**src/hw/rtl/assert_macros.svh**
```systemverilog
// Assertion macros shared by the allocator RTL.
// Depends on nothing; included by modules that assert.
`ifndef ASSERT_MACROS_SVH
`define ASSERT_MACROS_SVH
`define ASSERT_CLK(lbl, prop, msg) \
  lbl: assert property (@(posedge clk_i) disable iff (!rst_ni) (prop)) else $error(msg);
`define ASSERT_NEVER(lbl, prop, msg) \
  lbl: assert property (@(posedge clk_i) disable iff (!rst_ni) !(prop)) else $error(msg);
`endif

```
**src/hw/rtl/ppra_div.sv**
```systemverilog
// Restoring divider, one quotient bit per cycle, 41-bit dividend by 16-bit divisor.
// Depends on nothing.
`default_nettype none
module ppra_div (
  input  wire logic        clk_i,
  input  wire logic        rst_ni,
  input  wire logic        start_i,
  input  wire logic [40:0] num_i,
  input  wire logic [15:0] den_i,
  output logic             done_o,
  output logic [40:0]      quo_o
);
  logic [40:0] q_q, q_d;
  logic [15:0] r_q, r_d;
  logic [16:0] t;
  logic [5:0]  n_q, n_d;
  logic        busy_q, busy_d;
  always_comb begin
    q_d = q_q; r_d = r_q; n_d = n_q; busy_d = busy_q; done_o = 1'b0;
    t = {r_q, q_q[40]};
    if (start_i) begin
      q_d = num_i; r_d = '0; n_d = 6'd41; busy_d = 1'b1;
    end else if (busy_q) begin
      q_d = {q_q[39:0], 1'b0};
      if (t >= {1'b0, den_i}) begin
        r_d = 16'(t - {1'b0, den_i}); q_d[0] = 1'b1;
      end else begin
        r_d = t[15:0];
      end
      n_d = n_q - 6'd1;
      if (n_q == 6'd1) begin
        busy_d = 1'b0;
        done_o = 1'b1;
      end
    end
  end
  assign quo_o = q_d;
  always_ff @(posedge clk_i or negedge rst_ni) begin
    if (!rst_ni) begin
      busy_q <= 1'b0; n_q <= '0;
    end else begin
      busy_q <= busy_d; n_q <= n_d;
    end
  end
  always_ff @(posedge clk_i) begin
    q_q <= q_d; r_q <= r_d;
  end
endmodule
`default_nettype wire

```
**config.mk**
```make
export PLATFORM = sky130hd
export DESIGN_NAME = ppra_div
export DESIGN_NICKNAME = d
export VERILOG_FILES = /design/src/hw/rtl/assert_macros.svh /design/src/hw/rtl/ppra_div.sv
export SDC_FILE = /design/constraint.sdc
export NUM_CORES = 1
export LEC_CHECK = 0
export BUFFER_PORTS_ARGS = -buffer_cell sky130_fd_sc_hd__buf_4
export CORE_MARGIN = 3
export CORE_UTILIZATION = 52
export DETAILED_ROUTE_END_ITERATION = 8
export GPL_ROUTABILITY_DRIVEN = 0
export GPL_TIMING_DRIVEN = 0
export PLACE_DENSITY = 0.8
export SLEW_MARGIN = 30
export SYNTH_ARGS = -nofsm -noshare
export SYNTH_HDL_FRONTEND = slang
export SYNTH_SLANG_ARGS = --single-unit
export TNS_END_PERCENT = 10
```
**constraint.sdc**
```tcl
create_clock -name clk_i -period 2.67 [get_ports clk_i]
set_input_delay 0.267 -clock clk_i [delete_from_list [all_inputs] [get_ports clk_i]]
set_output_delay 0.267 -clock clk_i [all_outputs]
set_load 0.01 [all_outputs]
```
* After elaboration in Yosys (flattened, before gate mapping)
Index checks and enable logic that the tools add are counted.
** Word-level totals
- Flip-flop bits (word level) :: 64
- Input bits :: 60
- Word-level logic and storage cells :: 21
- Output and inout bits :: 42
** Operators by class
- Add/subtract/negate cells :: 2
- $lt $le $gt $ge :: 1
- Reductions and logical operators :: 1
- Equal/unequal tests :: 1
- Mux-type cells :: 12
** Operator list (number)
- 41-bit two-way mux :: 2
- 17-bit by 16-bit greater-or-equal comparator with 1-bit output :: 1
- 16-bit two-way mux :: 1
- 16-bit subtractor :: 1
- 6-bit two-way mux :: 2
- 1-bit two-way mux :: 7
- 6-bit by 1-bit equality test with 1-bit output, second input constant :: 1
- 6-bit by 1-bit subtractor with 6-bit output, second input constant :: 1
- 2-bit nonzero test :: 1

* Depth between registers and ports, before layout
- Depth in word-level cells :: 4
- Depth in mapped cells :: 12
- Mapped depth without buffers :: 11

* Worst setup path before layout
Ideal clock, no wire load.
- Kind :: register to register
- Start :: register q_q[40]
- End :: register r_q[14]
- Stages on the path, launching flop included :: 12
- Arrival :: 2.367 ns
- Clock period less this slack :: 2.453 ns
- Path buffers :: 0
- Library setup time :: 0.086 ns
- Data required time :: 2.584 ns
- Slack :: 0.217 ns
- Cell sequence :: dfxtp_1 -> inv_1 -> ha_1 -> inv_1 -> fa_1 -> a21o_1 -> a221oi_1 -> o21ai_0 -> a221oi_1 -> xnor2_1 -> nand2_1 -> a211oi_1
** Between the ends
- Word-level cells in the longest chain between the ends :: 2
- Elaborated cells on any way between the ends :: 3
- Classes of those cells :: 1 x add/sub; 1 x order compare; 1 x mux
** RTL lines
- start, declared :: line ppra_div.sv:13 : logic [40:0] q_q, q_d;
- start signal, assigned :: line ppra_div.sv:46 : q_q <= q_d; r_q <= r_d;
- 16-bit subtractor or 17-bit by 16-bit greater-or-equal comparator with 1-bit output (tied branches) :: line ppra_div.sv:26, ppra_div.sv:25
- 16-bit two-way mux (*) :: line ppra_div.sv:25 : if (t >= {1'b0, den_i}) begin
- end signal, assigned :: line ppra_div.sv:46
- end, declared :: line ppra_div.sv:14 : logic [15:0] r_q, r_d;
Every way passes the cells marked *; elsewhere a longest branch is shown, timed or not.
A chain may end at the register's enable or synchronous reset.

* Final worst setup path
- Start :: register q_q[40]
- End :: output port quo_o[0]
** Between the ends
- Word-level cells in the longest chain between the ends :: 4
** RTL lines
- 17-bit by 16-bit greater-or-equal comparator with 1-bit output :: line ppra_div.sv:25
- 1-bit two-way mux :: line ppra_div.sv:25
- 41-bit two-way mux :: line ppra_div.sv:23 : end else if (busy_q) begin
- 41-bit two-way mux :: line ppra_div.sv:21 : if (start_i) begin
- end, declared :: line ppra_div.sv:11 : output logic [40:0] quo_o
No other way between the ends.

==> summary.md <==
| Metric | Value |
|---|---|
| Run status | complete, no violations |
| WL per Instance | 15.7 um |
| Leak pwr | 2.46 nW |
| Initial antenna violation count | 0 |
| Fmax | 384 MHz |
| Synth Flop Type | dfxtp_1 |
| Sw Share | 0.364 |
| Synth Instances | 421 |
| Count of max-cap constraint violations | 0 |
| Flops & latches, synth | between 60 and 70 |
| Logic pwr share | 0.436 |
| Skew-Pair Late Insertion Delay | 0.33 ns |
| Power Dens Cells | between 700 and 800 nW/um2 |
| ANT cells | 0 |
| Worst rel slew slack | 0.519 |
| Flop pwr share | 0.340 |
| Synth cell types | slightly above 50 |
| CP most frequent cell | o21ai_2 |
| WP data required | 2.40 ns |
| H-tree lvl count | 3 |
| Filler-free cell count of the finished design | 620 |
| Placed Cells | 598 |
| Pint | around 2.4 mW |
| Clk pin slew, worst setup/hold paths | 0.07 ns |
| Root buffer cell | clkbuf_8 |
| TritonRoute pass-1 iters | 5 |
| Critical setup path kind | reg -> out |
| Post-Synth XOR/XNOR Area | 0.0465 |
| Worst R2R Start | q_q[40] |
| Synth Warn # | 0 |
| Core area | 6490 um2 |
| Die H | 89 um |
| Hold Path End | q_q[29] |
| Fin crit period | 2.61 ns |
| Vias | 3501 |
| VDD IR-drop max | between 0.4 and 0.5 mV |
| DIE WIDTH | 89 um |
| Largest family of logic cells by synthesized area | compound AO/OA/AOI/OAI gates |
| First-pass GRT wire length | about 14000 um |
| CTS tree | yes |
| Row Count | 29 |
| Psw | 1.36 mW |
| Compound-Gate Fraction of Synth Area | 0.190 |
| Largest net degree at the start of global routing | 11 |
| Min-delay worst type | in -> reg |
| Share of cells above drive strength 1 | 0.289 |
| Final ANT Viol Nets | 0 |
| P&R area growth vs syn | 34.1% |
| Async S/R FF share, synth | 0.109 |
| Stages on worst setup path | 10 |
| TritonCTS Buffers | 9 |
| CP endpoint kind | output pin |
| Multiplexer share of the synthesized area | 0.112 |
| All-layer global routing usage | 0.230 |
| Area of the mapped netlist | ~3600 um2 |
| Crit path launch type | register |
| RR Endpoint | r_q[14] |
| Sequential share of the synthesized area | 0.367 |
| R2r worst-path depth | 11 |
| Hold Path Depth | 3 |
| Final core occ | 0.739 |
| Simple-Gate Fraction of Synth Area | 0.149 |
| Post-synth EDFFs | 0 |
| Clock buffer depth | 2 |
| Net count, final | 617 |
| Clock power frac | 0.224 |
| Place WS | -0.127 ns |
| CP Buf/Inv Count | 2 |
| Skew final | approximately 0.0093 ns |
| Detailed placement HPWL | 7050 um |
| CP cell instances | inv_1 -> ha_2 -> nand2b_4 -> a211o_1 -> a211oi_4 -> o21ai_2 -> nand3_1 -> o21ai_2 -> o21ai_2 -> buf_6 |
| Global route total overflow | 0 |
| Die area | 7920 um2 |
| Io pins | 102 |
| # DRC | 0 |
| CP max-delay cell | a211o_1 |
| Vias in the first global route | about 3200 |
| Fin. Hold Viols | 0 |
| Final worst slack | 0.0642 ns |
| Iter 0 DRT Violations | 263 |
| Slew Viols, Final | 0 |
| Syn nets | 500 |
| PortBufs | 100 |
| Layout filler cell count | 464 |
| Critical Path AT | 2.34 ns |
| Slew @ Worst Pin | 0.722 ns |
| Via-per-instance ratio | 5.65 |
| Critical Path Fanout Max | 3 |
| Final worst-path cycle share | 0.976 |
| Slowest cell delay on critical path | 0.35 ns |
| Syn Area/Cell | 8.51 um2 |
| R2R Setup Slk | about 0.1 ns |
| Power consumption | 3.74 mW |
| Final WL | slightly below 10000 um |
| Adder-Cell Fraction of Synth Area | 0.0685 |
| Sink Count | 64 |
| Starting density of the core | 0.552 |
| Min-delay src | num_i[29] |
| Worst path top cell family by delay | compound AO/OA/AOI/OAI gates |
| Setup violators final | 0 |
## registers in the layout, summed over array words and instances (netlist names)
name,count
q_q,41
r_q,16
n_q,6
busy_q,1
## tightest hold or removal path, delay by kind of cell
family                 cells  cell delay [ns]
buffers and inverters      1             0.08
AOI/OAI and AO/OA          1             0.08
and+or+nand+nor            1             0.04
## logic make-up after synthesis
logic type,after synthesis
muxes,40
buffers and inverters,48
and+or+nand+nor,124
AOI/OAI and AO/OA,107
DFF,64
adders and majority gates,19
xor gates and xnor gates,19
## metal layers
| layer | share of wire | vias up | GRT usage |
|---|---|---|---|
| li1 | - | 1709 | - |
| met1 | 0.42 | 1632 | 0.294 |
| met2 | 0.51 | 141 | 0.391 |
| met3 | 0.059 | 19 | 0.0488 |
| met4 | 0.016 | 0 | 0.0690 |
| met5 | 0 | - | 0 |
## per-stage QoR
step | hold WS (ns) | TNS (ns) | cell area [um2]
5_1_grt | 0.175 | -0.0580 | 4800
3_3_place_gp | 0.0826 | -0.161 | 4430
6_report | 0.175 | 0 | 4800
2_1_floorplan | -0.0286 | 0 | 3580
3_5_place_dp | 0.0825 | -0.195 | 4430
4_1_cts | 0.159 | 0 | 4660
## power by group through the flow
stage | clock [mW] | sequential [mW] | combinational [mW]
floorplan | 0 | 1.23 | 1.07
global placement | 0 | 1.27 | 1.42
detailed placement | 0 | 1.27 | 1.45
CTS | 0.852 | 1.26 | 1.49
global route | 0.888 | 1.29 | 1.79
finish | 0.838 | 1.27 | 1.63
## repair_timing
item	in CTS	in global routing
endpoints found under the hold margin	7	0
hold buffers	1	0
pin swaps	3	6
setup endpoints to repair	3	13
setup buffers	1	4
resized for setup	3	22
## how the worst max path moves through the flow
| stage | start | end |
|---|---|---|
| finish | q_q[40] | quo_o[0] |
| global placement | q_q[40] | r_q[14] |
| detailed placement | q_q[40] | r_q[14] |
| CTS | q_q[40] | r_q[14] |
| global route | q_q[40] | quo_o[0] |
| floorplan | q_q[40] | r_q[14] |
## cell type report
type                    instances  area, um2  area share
plain buffers                  24        149      0.0310
clock buffers                  13        159      0.0331
clock inverters                 3       40.0     0.00834
inverters                      24       90.1      0.0188
multi-input cells             309       2150       0.447
flip-flops and latches         64       1320       0.275
well taps                      77       96.3      0.0201
repair buffers                106        802       0.167
## cell usage after synthesis (2+ instances only)
cell / number / area share
nand4_1: 2 / 0.0035
o31ai_1: 2 / 0.0042
mux2i_1: 40 / 0.11
dfrtp_1: 7 / 0.049
a41oi_1: 2 / 0.0049
nor2_1: 23 / 0.024
nand2b_1: 2 / 0.0035
o21a_1: 3 / 0.0063
clkbuf_1: 15 / 0.016
a21oi_1: 18 / 0.025
nor4_1: 4 / 0.0070
o211ai_1: 2 / 0.0042
buf_6: 3 / 0.0094
nand3_1: 2 / 0.0028
o21ai_0: 50 / 0.070
clkbuf_8: 2 / 0.0077
xnor2_1: 14 / 0.034
a211o_1: 3 / 0.0073
xor2_1: 5 / 0.012
a211oi_1: 2 / 0.0042
a311oi_1: 10 / 0.024
nand2_1: 78 / 0.082
a21o_1: 3 / 0.0063
nor3_1: 2 / 0.0028
a221oi_1: 2 / 0.0049
ha_1: 18 / 0.063
inv_1: 24 / 0.025
and3_2: 3 / 0.0063
and3_1: 2 / 0.0035
dfxtp_1: 57 / 0.32
## cells in the final DEF, fill, tap and decap left out, types with 5 or more instances in the layout
| cell | n |
|---|---|
| buf_4 | 105 |
| nand2_1 | 78 |
| dfxtp_1 | 55 |
| o21ai_0 | 47 |
| mux2i_1 | 40 |
| inv_1 | 24 |
| nor2_1 | 23 |
| clkbuf_1 | 17 |
| a21oi_1 | 16 |
| xnor2_1 | 14 |
| clkbuf_8 | 13 |
| ha_1 | 11 |
| a311oi_1 | 10 |
| dfrtp_1 | 7 |
| xor2_1 | 5 |
(Power assumes the default switching activity.)
